==> config.mk <==
export PLATFORM = sky130hd
export DESIGN_NAME = steering_calibrate_and_map
export DESIGN_NICKNAME = d
export VERILOG_FILES = /design/src/hw/rtl/scm_pkg.sv /design/src/hw/rtl/scm_div100.sv /design/src/hw/rtl/scm_map.sv /design/src/hw/rtl/steering_calibrate_and_map.sv
export SDC_FILE = /design/constraint.sdc
export NUM_CORES = 2
export LEC_CHECK = 0
export BUFFER_PORTS_ARGS = -buffer_cell sky130_fd_sc_hd__buf_2
export CAP_MARGIN = 40
export CORE_ASPECT_RATIO = 1.1
export CORE_UTILIZATION = 25
export DETAILED_ROUTE_END_ITERATION = 10
export GPL_TIMING_DRIVEN = 0
export PLACE_DENSITY = 0.48
export SLEW_MARGIN = 20
export SYNTH_ARGS = -nofsm -noshare
export SYNTH_HDL_FRONTEND = slang
export SYNTH_SLANG_ARGS = --single-unit
==> constraint.sdc <==
create_clock -name clk -period 35.7 [get_ports clk]
set_clock_uncertainty 0.15 [all_clocks]
set_input_delay 7.14 -clock clk [delete_from_list [all_inputs] [get_ports clk]]
set_output_delay 7.14 -clock clk [all_outputs]
set_load 0.02 [all_outputs]
==> src/hw/rtl/scm_pkg.sv <==
package scm_pkg;

  // Position arithmetic widths.
  localparam int POS_W  = 32;
  localparam int DW     = POS_W + 1;
  localparam int QW     = DW - 6;

  // Division of a span by 100, one chunk of the dividend per cycle. Each step
  // divides {remainder, chunk}, which stays below 204800, by reciprocal
  // multiplication: floor(t / 100) == (t * 335545) >> 25 for every t below 204800.
  localparam int DIV_CHUNKS   = 3;
  localparam int DIV_CHUNK_W  = (DW + DIV_CHUNKS - 1) / DIV_CHUNKS;
  localparam int DIV_PAD_W    = DIV_CHUNK_W * DIV_CHUNKS;
  localparam int DIV_T_W      = DIV_CHUNK_W + 7;
  localparam int DIV_STEP_W   = $clog2(DIV_CHUNKS + 1);
  localparam int DIV_RECIP_W  = 19;
  localparam int DIV_RECIP_SH = 25;
  localparam logic [DIV_RECIP_W-1:0] DIV_RECIP = 19'd335545;

  // Division by 100 of a small product by reciprocal multiplication:
  // floor(x / 100) == (x * 5243) >> 19 for every x below 12800.
  localparam int RKW      = 20;
  localparam int RECIP_SH = 19;
  localparam logic [6:0]  DIVISOR = 7'd100;
  localparam logic [12:0] RECIP   = 13'd5243;
  localparam logic [8:0]  STEER_SPAN = 9'd100;

  localparam logic [6:0] STEER_SPEED = 7'd80;

  localparam logic [15:0] LIMIT_WAIT_RST  = 16'd2000;
  localparam logic [15:0] READ_WAIT_RST   = 16'd400;
  localparam logic [15:0] CENTER_WAIT_RST = 16'd400;
  localparam logic [6:0]  CALIB_SPEED_RST = 7'd40;
  localparam logic [6:0]  DEAD_BAND_RST   = 7'd5;

  typedef enum logic [1:0] {
    CMD_TICK   = 2'd0,
    CMD_STEER  = 2'd1,
    CMD_REPORT = 2'd2
  } cmd_t;

  typedef enum logic [1:0] {
    OP_NONE    = 2'd0,
    OP_SPEED   = 2'd1,
    OP_REQ_POS = 2'd2,
    OP_HOLD    = 2'd3
  } op_t;

  typedef enum logic [2:0] {
    REG_LIMIT_WAIT  = 3'd0,
    REG_READ_WAIT   = 3'd1,
    REG_CENTER_WAIT = 3'd2,
    REG_CALIB_SPEED = 3'd3,
    REG_DEAD_BAND   = 3'd4
  } reg_idx_t;

  typedef enum logic [8:0] {
    PH_IDLE       = 9'b000000001,
    PH_LEFT       = 9'b000000010,
    PH_WAIT_LEFT  = 9'b000000100,
    PH_READ_LEFT  = 9'b000001000,
    PH_RIGHT      = 9'b000010000,
    PH_WAIT_RIGHT = 9'b000100000,
    PH_READ_RIGHT = 9'b001000000,
    PH_CENTER     = 9'b010000000,
    PH_DONE       = 9'b100000000
  } phase_t;

  // Calibration results used by the request mapper. Each span is kept as
  // quotient by 100, scaled remainder and sign.
  typedef struct packed {
    logic [POS_W-1:0] left_end;
    logic [POS_W-1:0] center_pos;
    logic [QW-1:0]    quot_left;
    logic [RKW-1:0]   frac_left;
    logic             neg_left;
    logic [QW-1:0]    quot_right;
    logic [RKW-1:0]   frac_right;
    logic             neg_right;
  } cal_t;

endpackage

==> src/hw/rtl/scm_div100.sv <==
module scm_div100 (
  input  logic                   clk,
  input  logic                   rst,
  input  logic                   start,
  input  logic [scm_pkg::DW-1:0] dividend,
  output logic                   done,
  output logic [scm_pkg::QW-1:0] quot,
  output logic [6:0]             rem
);
  import scm_pkg::*;

  logic [DIV_PAD_W-1:0]             dvd;
  logic [DIV_PAD_W-1:0]             quot_acc;
  logic [6:0]                       rem_acc;
  logic [DIV_STEP_W-1:0]            step;
  logic                             run;
  logic [DIV_T_W-1:0]               trial;
  logic [DIV_T_W+DIV_RECIP_W-1:0]   trial_prod;
  logic [DIV_CHUNK_W-1:0]           q_chunk;
  logic [DIV_T_W-1:0]               q_times;
  logic [6:0]                       r_chunk;

  // Long division by 100 in chunks, most significant chunk first. The
  // running remainder joins the next chunk, and that small value is divided
  // by reciprocal multiplication.
  assign trial      = {rem_acc, dvd[DIV_PAD_W-1 -: DIV_CHUNK_W]};
  assign trial_prod = (DIV_T_W + DIV_RECIP_W)'(trial)
                      * (DIV_T_W + DIV_RECIP_W)'(DIV_RECIP);
  assign q_chunk    = trial_prod[DIV_RECIP_SH +: DIV_CHUNK_W];
  assign q_times    = DIV_T_W'(q_chunk) * DIV_T_W'(DIVISOR);
  assign r_chunk    = 7'(trial - q_times);

  always_ff @(posedge clk) begin
    if (rst) begin
      run  <= 1'b0;
      done <= 1'b0;
      step <= '0;
    end else begin
      done <= 1'b0;
      if (start) begin
        run  <= 1'b1;
        step <= DIV_STEP_W'(DIV_CHUNKS);
      end else if (run) begin
        step <= step - DIV_STEP_W'(1);
        if (step == DIV_STEP_W'(1)) begin
          run  <= 1'b0;
          done <= 1'b1;
        end
      end
    end
  end

  always_ff @(posedge clk) begin
    if (start) begin
      dvd      <= DIV_PAD_W'(dividend);
      quot_acc <= '0;
      rem_acc  <= '0;
    end else if (run) begin
      dvd      <= {dvd[DIV_PAD_W-DIV_CHUNK_W-1:0], DIV_CHUNK_W'(0)};
      quot_acc <= {quot_acc[DIV_PAD_W-DIV_CHUNK_W-1:0], q_chunk};
      rem_acc  <= r_chunk;
    end
  end

  assign quot = quot_acc[QW-1:0];
  assign rem  = rem_acc;

endmodule

==> src/hw/rtl/scm_map.sv <==
module scm_map (
  input  logic [7:0]                steer,
  input  scm_pkg::cal_t             cal,
  output logic [scm_pkg::POS_W-1:0] target
);
  import scm_pkg::*;

  logic [8:0]        scaled;
  logic [6:0]        scaled_mag;
  logic [QW-1:0]     quot_sel;
  logic [RKW-1:0]    frac_sel;
  logic              span_neg;
  logic [POS_W-1:0]  base;
  logic [QW+6:0]     prod_quot;
  logic [RKW+6:0]    prod_frac;
  logic [QW+6:0]     offset_mag;
  logic [POS_W-1:0]  offset;

  // Left requests interpolate from the left end with weight (s + 100),
  // right requests from center with weight s.
  always_comb begin
    if (steer[7]) begin
      scaled   = {steer[7], steer} + STEER_SPAN;
      quot_sel = cal.quot_left;
      frac_sel = cal.frac_left;
      span_neg = cal.neg_left;
      base     = cal.left_end;
    end else begin
      scaled   = {steer[7], steer};
      quot_sel = cal.quot_right;
      frac_sel = cal.frac_right;
      span_neg = cal.neg_right;
      base     = cal.center_pos;
    end
    scaled_mag = scaled[8] ? 7'(9'd0 - scaled) : scaled[6:0];
  end

  // |w * D| / 100 = |w| * (|D| / 100) + (|w| * (|D| % 100)) / 100
  assign prod_quot  = scaled_mag * quot_sel;
  assign prod_frac  = scaled_mag * frac_sel;
  assign offset_mag = prod_quot + (QW + 7)'(prod_frac[RKW+6:RECIP_SH]);

  // Truncating division: the magnitude is floored, then the sign applied.
  assign offset = (scaled[8] ^ span_neg) ? POS_W'(0) - offset_mag[POS_W-1:0]
                                         : offset_mag[POS_W-1:0];
  assign target = base + offset;

endmodule

==> src/hw/rtl/steering_calibrate_and_map.sv <==
// Steering calibration and request mapper.
// Input beats (item_valid/item_ready) carry cmd: a 1 ms tick, a steering
// request in steer_value, or a motor position report in measured_position.
// Every input beat yields exactly one result beat (result_valid/result_ready)
// with a motor port command: set speed, request position or go to and hold.
// Configuration writes (cfg_valid/cfg_ready, always ready) set the wait times,
// the calibration speed and the dead band, and must be made while idle; the
// block does not enforce this. Beats pass an input register, then the
// sequencer and mapper feeding the result register. One beat is taken per
// cycle unless the receiver stalls or the dividers run. The tick latching the
// right end starts two dividers (one per span, one 11-bit chunk of the span
// per cycle) for the spans divided by 100; the sequencer pauses until both
// are done. When the receiver stalls, the result register holds its beat and
// one more beat waits in the input register; further beats are not taken.
// Reset (rst, synchronous) restores the default configuration, returns the
// sequencer to idle, clears all positions and empties both registers.
module steering_calibrate_and_map (
  input  logic              clk,
  input  logic              rst,
  input  logic              item_valid,
  output logic              item_ready,
  input  logic [1:0]        cmd,
  input  logic signed [7:0] steer_value,
  input  logic signed [31:0] measured_position,
  output logic              result_valid,
  input  logic              result_ready,
  output logic [1:0]        port_op,
  output logic signed [7:0] speed_value,
  output logic signed [31:0] target_position,
  output logic [6:0]        hold_speed,
  output logic              ready_res,
  input  logic              cfg_valid,
  output logic              cfg_ready,
  input  logic [2:0]        cfg_index,
  input  logic [15:0]       cfg_data
);
  import scm_pkg::*;

  // Configuration
  logic [15:0] limit_wait_ms;
  logic [15:0] read_wait_ms;
  logic [15:0] center_wait_ms;
  logic [6:0]  calib_speed;
  logic [6:0]  dead_band;

  // Input register
  logic             s0_valid;
  logic [1:0]       s0_cmd;
  logic [7:0]       s0_steer;
  logic [POS_W-1:0] s0_pos;

  // Sequencer state
  phase_t           phase, phase_next;
  logic [15:0]      wait_count, wait_count_next;
  logic [POS_W-1:0] left_end, left_end_next;
  logic [POS_W-1:0] right_end, right_end_next;
  logic [POS_W-1:0] center_pos, center_pos_next;
  logic [POS_W-1:0] latched_position, latched_position_next;
  logic [7:0]       requested_steer, requested_steer_next;
  logic [7:0]       applied_steer, applied_steer_next;

  // Span calibration
  logic          cal_busy;
  logic          div_start;
  logic          start_cal;
  logic [QW-1:0] quot_left, quot_right;
  logic [RKW-1:0] frac_left, frac_right;
  logic          neg_left, neg_right;
  logic [DW-1:0] span_left, span_right;
  logic [DW-1:0] abs_left, abs_right;
  logic          done_left, done_right;
  logic [QW-1:0] div_quot_left, div_quot_right;
  logic [6:0]    div_rem_left, div_rem_right;
  logic [RKW-1:0] frac_left_next, frac_right_next;
  cal_t          cal;

  // Step logic
  logic             advance;
  logic [DW-1:0]    end_diff;
  logic [DW-1:0]    end_dist;
  logic [7:0]       steer_mag;
  logic [POS_W-1:0] map_target;
  op_t              op;
  logic [7:0]       spd;
  logic [POS_W-1:0] tgt;
  logic [6:0]       hs;

  // Result register
  op_t              res_op;
  logic [7:0]       res_spd;
  logic signed [POS_W-1:0] res_tgt;
  logic [6:0]       res_hs;
  logic             res_rdy;

  assign cfg_ready  = 1'b1;
  assign advance    = s0_valid && (!result_valid || result_ready) && !cal_busy;
  assign item_ready = !s0_valid || advance;

  always_ff @(posedge clk) begin
    if (rst) begin
      limit_wait_ms  <= LIMIT_WAIT_RST;
      read_wait_ms   <= READ_WAIT_RST;
      center_wait_ms <= CENTER_WAIT_RST;
      calib_speed    <= CALIB_SPEED_RST;
      dead_band      <= DEAD_BAND_RST;
    end else if (cfg_valid && cfg_ready) begin
      case (cfg_index)
        REG_LIMIT_WAIT:  limit_wait_ms  <= cfg_data;
        REG_READ_WAIT:   read_wait_ms   <= cfg_data;
        REG_CENTER_WAIT: center_wait_ms <= cfg_data;
        REG_CALIB_SPEED: calib_speed    <= cfg_data[6:0];
        REG_DEAD_BAND:   dead_band      <= cfg_data[6:0];
        default: ;
      endcase
    end
  end

  always_ff @(posedge clk) begin
    if (rst) begin
      s0_valid <= 1'b0;
    end else if (item_valid && item_ready) begin
      s0_valid <= 1'b1;
    end else if (advance) begin
      s0_valid <= 1'b0;
    end
  end

  always_ff @(posedge clk) begin
    if (item_valid && item_ready) begin
      s0_cmd   <= cmd;
      s0_steer <= steer_value;
      s0_pos   <= measured_position[POS_W-1:0];
    end
  end

  // Center is left + |left - right| / 2, taken modulo the position width.
  assign end_diff = {left_end[POS_W-1], left_end} - {latched_position[POS_W-1], latched_position};
  assign end_dist = end_diff[DW-1] ? DW'(0) - end_diff : end_diff;
  assign steer_mag = requested_steer[7] ? 8'd0 - requested_steer : requested_steer;

  always_comb begin
    phase_next            = phase;
    wait_count_next       = wait_count;
    left_end_next         = left_end;
    right_end_next        = right_end;
    center_pos_next       = center_pos;
    latched_position_next = latched_position;
    requested_steer_next  = requested_steer;
    applied_steer_next    = applied_steer;
    start_cal             = 1'b0;
    op                    = OP_NONE;
    spd                   = 8'd0;
    tgt                   = '0;
    hs                    = 7'd0;
    case (s0_cmd)
      CMD_STEER:  requested_steer_next  = s0_steer;
      CMD_REPORT: latched_position_next = s0_pos;
      CMD_TICK: begin
        if (wait_count > 16'd1) begin
          wait_count_next = wait_count - 16'd1;
        end else begin
          wait_count_next = 16'd0;
          case (phase)
            PH_IDLE: phase_next = PH_LEFT;
            PH_LEFT: begin
              op              = OP_SPEED;
              spd             = 8'd0 - {1'b0, calib_speed};
              hs              = calib_speed;
              wait_count_next = limit_wait_ms;
              phase_next      = PH_WAIT_LEFT;
            end
            PH_RIGHT: begin
              op              = OP_SPEED;
              spd             = {1'b0, calib_speed};
              hs              = calib_speed;
              wait_count_next = limit_wait_ms;
              phase_next      = PH_WAIT_RIGHT;
            end
            PH_WAIT_LEFT: begin
              op              = OP_REQ_POS;
              wait_count_next = read_wait_ms;
              phase_next      = PH_READ_LEFT;
            end
            PH_WAIT_RIGHT: begin
              op              = OP_REQ_POS;
              wait_count_next = read_wait_ms;
              phase_next      = PH_READ_RIGHT;
            end
            PH_READ_LEFT: begin
              left_end_next = latched_position;
              phase_next    = PH_RIGHT;
            end
            PH_READ_RIGHT: begin
              right_end_next  = latched_position;
              center_pos_next = left_end + end_dist[POS_W:1];
              start_cal       = 1'b1;
              phase_next      = PH_CENTER;
            end
            PH_CENTER: begin
              op              = OP_HOLD;
              tgt             = center_pos;
              hs              = calib_speed;
              wait_count_next = center_wait_ms;
              phase_next      = PH_DONE;
            end
            PH_DONE: begin
              if (requested_steer != applied_steer) begin
                applied_steer_next = requested_steer;
                op  = OP_HOLD;
                hs  = STEER_SPEED;
                tgt = (steer_mag > {1'b0, dead_band}) ? map_target : center_pos;
              end
            end
            default: phase_next = PH_IDLE;
          endcase
        end
      end
      default: ;
    endcase
  end

  always_ff @(posedge clk) begin
    if (rst) begin
      phase            <= PH_IDLE;
      wait_count       <= '0;
      left_end         <= '0;
      right_end        <= '0;
      center_pos       <= '0;
      latched_position <= '0;
      requested_steer  <= '0;
      applied_steer    <= '0;
    end else if (advance) begin
      phase            <= phase_next;
      wait_count       <= wait_count_next;
      left_end         <= left_end_next;
      right_end        <= right_end_next;
      center_pos       <= center_pos_next;
      latched_position <= latched_position_next;
      requested_steer  <= requested_steer_next;
      applied_steer    <= applied_steer_next;
    end
  end

  // The dividers start in the cycle after the right end is latched, from the
  // registered ends and center.
  always_ff @(posedge clk) begin
    if (rst) begin
      cal_busy  <= 1'b0;
      div_start <= 1'b0;
    end else begin
      div_start <= advance && start_cal;
      if (advance && start_cal) begin
        cal_busy <= 1'b1;
      end else if (done_left && done_right) begin
        cal_busy <= 1'b0;
      end
    end
  end

  assign span_left  = {center_pos[POS_W-1], center_pos} - {left_end[POS_W-1], left_end};
  assign span_right = {right_end[POS_W-1], right_end} - {center_pos[POS_W-1], center_pos};
  assign abs_left   = span_left[DW-1]  ? DW'(0) - span_left  : span_left;
  assign abs_right  = span_right[DW-1] ? DW'(0) - span_right : span_right;

  scm_div100 u_div_left (
    .clk      (clk),
    .rst      (rst),
    .start    (div_start),
    .dividend (abs_left),
    .done     (done_left),
    .quot     (div_quot_left),
    .rem      (div_rem_left)
  );

  scm_div100 u_div_right (
    .clk      (clk),
    .rst      (rst),
    .start    (div_start),
    .dividend (abs_right),
    .done     (done_right),
    .quot     (div_quot_right),
    .rem      (div_rem_right)
  );

  assign frac_left_next  = div_rem_left * RECIP;
  assign frac_right_next = div_rem_right * RECIP;

  always_ff @(posedge clk) begin
    if (div_start) begin
      neg_left  <= span_left[DW-1];
      neg_right <= span_right[DW-1];
    end
    if (done_left) begin
      quot_left <= div_quot_left;
      frac_left <= frac_left_next;
    end
    if (done_right) begin
      quot_right <= div_quot_right;
      frac_right <= frac_right_next;
    end
  end

  assign cal.left_end   = left_end;
  assign cal.center_pos = center_pos;
  assign cal.quot_left  = quot_left;
  assign cal.frac_left  = frac_left;
  assign cal.neg_left   = neg_left;
  assign cal.quot_right = quot_right;
  assign cal.frac_right = frac_right;
  assign cal.neg_right  = neg_right;

  scm_map u_map (
    .steer  (requested_steer),
    .cal    (cal),
    .target (map_target)
  );

  always_ff @(posedge clk) begin
    if (rst) begin
      result_valid <= 1'b0;
    end else if (advance) begin
      result_valid <= 1'b1;
    end else if (result_ready) begin
      result_valid <= 1'b0;
    end
  end

  always_ff @(posedge clk) begin
    if (advance) begin
      res_op  <= op;
      res_spd <= spd;
      res_tgt <= tgt;
      res_hs  <= hs;
      res_rdy <= (phase_next == PH_DONE);
    end
  end

  assign port_op         = res_op;
  assign speed_value     = res_spd;
  assign target_position = 32'(res_tgt);
  assign hold_speed      = res_hs;
  assign ready_res       = res_rdy;

endmodule

# Yosys cells after proc, flatten, opt, wreduce, memory -nomap -nowiden
# Cells that the tools add are included.
[op_classes]
addsub = 19
mul = 8
order_cmp = 2
n_eq_ne = 19
muxes = 49
bitwise_logic = 5
n_reduce_logical = 34
[ops]
columns = ["cell", "n"]
rows = [
  ["$mux W33", 7],
  ["$mux W32", 4],
  ["$sub A1 B33 Y33 const A", 3],
  ["$sub A32 B32 Y33", 3],
  ["$pmux W9 S9", 1],
  ["$mul A18 B19 Y36 const B", 2],
  ["$add A32 B32 Y32", 2],
  ["$pmux W32 S2", 1],
  ["$pmux W16 S3", 1],
  ["$mul A7 B13 Y20 const B", 2],
  ["$add A32 B8 Y32", 1],
  ["$mul A7 B27 Y32", 1],
  ["$sub A1 B32 Y32 const A", 1],
  ["$mul A7 B20 Y27", 1],
  ["$mux W27", 1],
  ["$mux W9", 3],
  ["$mul A11 B5 Y5 const B", 2],
  ["$mux W20", 1],
  ["$eq A9 B9 Y1 const B", 2],
  ["$mux W1", 18],
  ["$gt A16 B1 Y1 const B", 1],
  ["$mux W16", 1],
  ["$pmux W8 S2", 1],
  ["$reduce_and A2 Y1", 8],
  ["39 further kinds", 68],
]
[totals]
regBits = 565
inputBits = 66
elab_cells = 179

# Depth between registers and ports, before layout
[logic_depth]
ltp_word = 12
depth_mapped = 59
mapped_depth_nobuf = 56

# Cells and area by module
# A second synthesis with hierarchy kept.
[unflattened]
cells_unflattened = 6449
area_unflattened_um2 = 58259.6
[modules_own_cells]
columns = ["mod", "instances", "cells_per_inst", "area_per_inst_um2", "seq_area_each_um2"]
rows = [
  ["steering_calibrate_and_map", 1, 3257, 28078.2, 10349.9],
  ["scm_map", 1, 1618, 13185.1, 0.0],
  ["scm_div100 at u_div_right", 1, 793, 8548.2, 1751.7],
  ["scm_div100 at u_div_left", 1, 781, 8448.1, 1751.7],
]

# Worst setup path before layout
# No wires, ideal clock.
[synth_path]
kind = "input-to-output"
from = "input result_ready"
to = "output item_ready"
arrival_ns = 7.766
setup_slack_ns = 20.644
stages = 4
n_path_buf = 1
cell_sequence = "nand2b_1 -> nand2b_1 -> clkbuf_1 -> nand2_1"
[synth_via]
elab_chain_len = 4
[synth_rtl]
columns = ["item", "line", "text"]
rows = [
  ["from (decl)", "steering_calibrate_and_map.sv:26", "input logic result_ready,"],
  ["$logic_or A1 B1 Y1", "steering_calibrate_and_map.sv:96", "assign advance = s0_valid && (!result_valid || result_ready) && !cal_busy;"],
  ["$logic_and A1 B1 Y1 (2 in series)", "steering_calibrate_and_map.sv:96", ""],
  ["$logic_or A1 B1 Y1", "steering_calibrate_and_map.sv:97", "assign item_ready = !s0_valid || advance;"],
  ["to (decl)", "steering_calibrate_and_map.sv:21", "output logic item_ready,"],
]
# Every way passes these cells.

# Worst setup path after layout
[layout_path]
from = "register requested_steer[0]"
to = "register res_tgt[31] (netlist: target_position[31]), data pin"
[layout_via]
elab_chain_len = 12
elab_cells_between_ends = 18
cone_classes = "6 x add/sub; 2 x mul; 1 x order compare; 1 x eq/ne; 7 x mux; 1 x bitwise"
[layout_rtl]
columns = ["item", "line", "text"]
rows = [
  ["from (decl)", "steering_calibrate_and_map.sv:59", "logic [7:0] requested_steer, requested_steer_next;"],
  ["from (signal assigned)", "steering_calibrate_and_map.sv:239", "requested_steer <= requested_steer_next;"],
  ["$add A8 B8 Y9", "scm_map.sv:23", "scaled = {steer[7], steer} + STEER_SPAN;"],
  ["$mux W9", "scm_map.sv:22", "if (steer[7]) begin"],
  ["$sub A1 B7 Y7", "scm_map.sv:35", "scaled_mag = scaled[8] ? 7'(9'd0 - scaled) : scaled[6:0];"],
  ["$mux W7", "scm_map.sv:35", ""],
  ["$mul A7 B27 Y32 / $mul A7 B20 Y27 (equally long branches)", "scm_map.sv:39, scm_map.sv:40", ""],
  ["$add A32 B8 Y32", "scm_map.sv:41", "assign offset_mag = prod_quot + (QW + 7)'(prod_frac[RKW+6:RECIP_SH]);"],
  ["$sub A1 B32 Y32", "scm_map.sv:44", "assign offset = (scaled[8] ^ span_neg) ? POS_W'(0) - offset_mag[POS_W-1:0]"],
  ["$mux W32", "scm_map.sv:44", ""],
  ["$add A32 B32 Y32", "scm_map.sv:46", "assign target = base + offset;"],
  ["$mux W32", "steering_calibrate_and_map.sv:211", "tgt = (steer_mag > {1'b0, dead_band}) ? map_target : center_pos;"],
  ["$mux W32 *", "steering_calibrate_and_map.sv:207", "if (requested_steer != applied_steer) begin"],
  ["$pmux W32 S2 *", "steering_calibrate_and_map.sv:163", "case (phase)"],
  ["to (signal assigned)", "steering_calibrate_and_map.sv:332", "res_tgt <= tgt;"],
  ["to (decl)", "steering_calibrate_and_map.sv:91", "logic signed [POS_W-1:0] res_tgt;"],
]
# Every way passes the cells marked *; elsewhere a longest branch is shown, timed or not.
# A chain may end at the register's enable or synchronous reset.

==> metrics.md <==
| Metric | Value |
|---|---|
| Leading cell type in the layout, fill and taps excluded | `inv_1` |
| Final worst-path cycle share | `45.5%` |
| Endpoint, Worst Hold | `quot_left[22]$_DFFE_PP_` |
| CTS Sinks | `565` |
| Worst-margin pin slew | `0.948 ns` |
| Initial Utilization | `25.2%` |
| Via density per instance | `4.72` |
| Cells after Synth | `6615` |
| Die Footprint | `235000 um2` |
| Routed WL per cell | `19.3 um` |
| Avg Synthesized Cell Area | `8.80 um2` |
| CTS tree | `built` |
| Num CTS Buffers | `70` |
| P&R area growth vs syn | `12.8%` |
| Maxcap violations | `0` |
| Depth of the worst hold-timing path | `0` |
| Die Ht | `508 um` |
| Most frequent cells in the layout | `971 x inv_1, 774 x nand2_1, 652 x ha_1` |
| # hold bufs at CTS | `0` |
| Hold Crit Class | `flop to flop` |
| Initial antenna violation count | `3` |
| Crit path capture type | `flop` |
| Synth unique cells | `106` |
| Number of flops mapped to enable cells by yosys | `254` |
| Die width | `462 um` |
| Nets | `8057` |
| Placer Congestion | `0.910` |
| Synth Warn # | `0` |
| Sequential-to-total area share from yosys stat | `23.8%` |
| Final Hold Fails | `0` |
| Reg clk slew, reported paths | `0.06 ns` |
| Worst Path Required | `36.05 ns` |
| Ys flop type | `dfxtp_1` |
| Core ar. | `231000 um2` |
| Most used cell, CP | `fa_1` |
| Post-cts resize count | `0` |
| Post-CTS Setup Bufs | `0` |
| Worst-path maximum fanout | `11` |
| Via count | `47.1k` |
| Clk buf depth | `3` |
| Post-synthesis net count | `7823` |
| Status | `completed` |
| CP startpoint kind | `flop` |
| R2R setup slack | `19.46 ns` |
| Ports | `119` |
| Min Clock Period, post-route | `16.24 ns` |
| Synth Cell Area | `58200 um2` |
| Arrival @ worst endpoint | `16.59 ns` |
| Total track usage | `16.5%` |
| Routed Antenna Nets | `0` |
| Remaining DRCs | `0` |
| Num rows | `185` |
| Worst reg2reg path endpoint | `target_position[31]$_SDFFCE_PP0P_` |
| Worst hold start | `u_div_left.quot_acc[22]$_SDFFE_PP0P_` |
| Crit path max-delay cell type | `clkbuf_1` |
| Share of cells above drive strength 1 | `6.02%` |
| Async set-or-reset flop fraction in the synthesized netlist | `0%` |
| Pin count of the biggest net entering global routing | `58` |
| WS Path Type | `flop to flop` |
| Fillers | `24.7k` |
| RSZ-0062 raised after global routing | `no` |
| Pre-antenna DRT Iters | `6` |
| FF+latch count, synth | `565` |
| Detailed placement HPWL | `162 mm` |
| Final WL | `193 mm` |
| Setup TNS | `0 ns` |
| CTS H-Tree Depth | `3` |
| R2R cell count | `55` |
| First-pass GRT wire length | `295 mm` |
| FMAX | `61.6 MHz` |
| Clk_lat worst skew | `0.68 ns` |
| Reg2reg start | `requested_steer[0]$_SDFFE_PP0P_` |
| Grt total ovfl | `0` |
| Slew headroom | `36.2%` |
| IO buf count | `117` |
| Slowest cell delay on critical path | `0.58 ns` |
| 1st-iter DRT viols | `2686` |
| Slew Limit Fails | `0` |
| Vias in the first global route | `48.0k` |
| CTS Root Cell | `clkbuf_16` |
| Setup-failing EPs final | `0` |
## synthesized netlist by cell type, drive strengths merged, types with 48 or more instances
library cell | count | area (um2)
inv | 973 | 3650
nand2 | 774 | 2910
ha | 652 | 8160
nor2 | 521 | 1960
fa | 490 | 9810
a21oi | 470 | 2350
dfxtp | 311 | 6230
edfxtp | 254 | 7630
xnor2 | 234 | 2050
o21ai | 221 | 1110
clkbuf | 200 | 751
mux2i | 124 | 1240
nor3 | 120 | 621
a21o | 113 | 848
xor2 | 100 | 883
nand3 | 88 | 440
a211oi | 51 | 393
mux2 | 51 | 574
o21a | 48 | 360
## metal layers
| metal | track usage [%] | part of all wire [%] |
|---|---|---|
| met1 | 21.6 | 45 |
| met2 | 27.8 | 48 |
| met3 | 1.30 | 3.1 |
| met4 | 6.63 | 4.2 |
| met5 | 0 | 0.0036 |
## state kept, by name, indices dropped and copies added (netlist names), 32 cells and up
signal	flops
latched_position	32
u_div_right.dvd	33
center_pos	32
left_end	32
s0_pos	32
target_position	32
right_end	32
u_div_left.dvd	33
## worst max-delay path by stage
| stage | cells past startpoint | start | to | slack, ns |
|---|---|---|---|---|
| floorplan | 4 | result_ready | item_ready | 20.64 |
| global placement | 54 | requested_steer[7]$_SDFFE_PP0P_ | target_position[31]$_SDFFCE_PP0P_ | 18.02 |
| detailed placement | 55 | requested_steer[7]$_SDFFE_PP0P_ | target_position[31]$_SDFFCE_PP0P_ | 19.16 |
| CTS | 55 | requested_steer[7]$_SDFFE_PP0P_ | target_position[31]$_SDFFCE_PP0P_ | 19.10 |
| global route | 56 | requested_steer[0]$_SDFFE_PP0P_ | target_position[31]$_SDFFCE_PP0P_ | 18.59 |
| finish | 55 | requested_steer[0]$_SDFFE_PP0P_ | target_position[31]$_SDFFCE_PP0P_ | 19.46 |
## kinds of logic after synthesis
kind of cell / Yosys count / share of synthesized area (%)
mux: 175 / 3.12
xor+xnor: 336 / 5.12
simple gates: 1882 / 14.6
buf+inv: 1201 / 7.76
other cells: 1 / 0.00644
flops: 565 / 23.8
fa+ha+maj: 1142 / 30.9
compound gates: 1313 / 14.7
## through the flow
stage	util, %	instances	area [um2]	hold WS, ns	setup slack, ns
floorplan	-	6615	58200	0.258	20.64
global placement	27.1	9817	62700	0.261	18.02
detailed placement	27.3	9859	63200	0.265	19.16
CTS	28.4	9988	65600	0.279	19.10
global route	28.4	9992	65700	0.285	18.59
finish	28.4	9993	65700	0.280	19.46
## critical path, delay by kind of cell, from the launching register on
family / cells / cell delay [ns]
compound gates: 25 / 6.14
fa+ha+maj: 11 / 5.02
buf+inv: 11 / 2.63
xor+xnor: 4 / 0.95
simple gates: 4 / 0.86
flops: 1 / 0.30
## final cells by class
cell class | instances | area (um2) | share of cell area (%)
antenna | 2 | 5.00 | 0.00762
buffer | 227 | 866 | 1.32
clock buffer | 94 | 2040 | 3.10
clock inverter | 35 | 448 | 0.682
inverter | 974 | 3660 | 5.57
multi-input combinational | 4849 | 39900 | 60.7
sequential | 565 | 13900 | 21.1
tap | 3085 | 3860 | 5.88
timing repair buffer | 162 | 1050 | 1.59
Power is not shown: default switching activity piles up to over one toggle a cycle in this logic, so the estimate is an artifact.
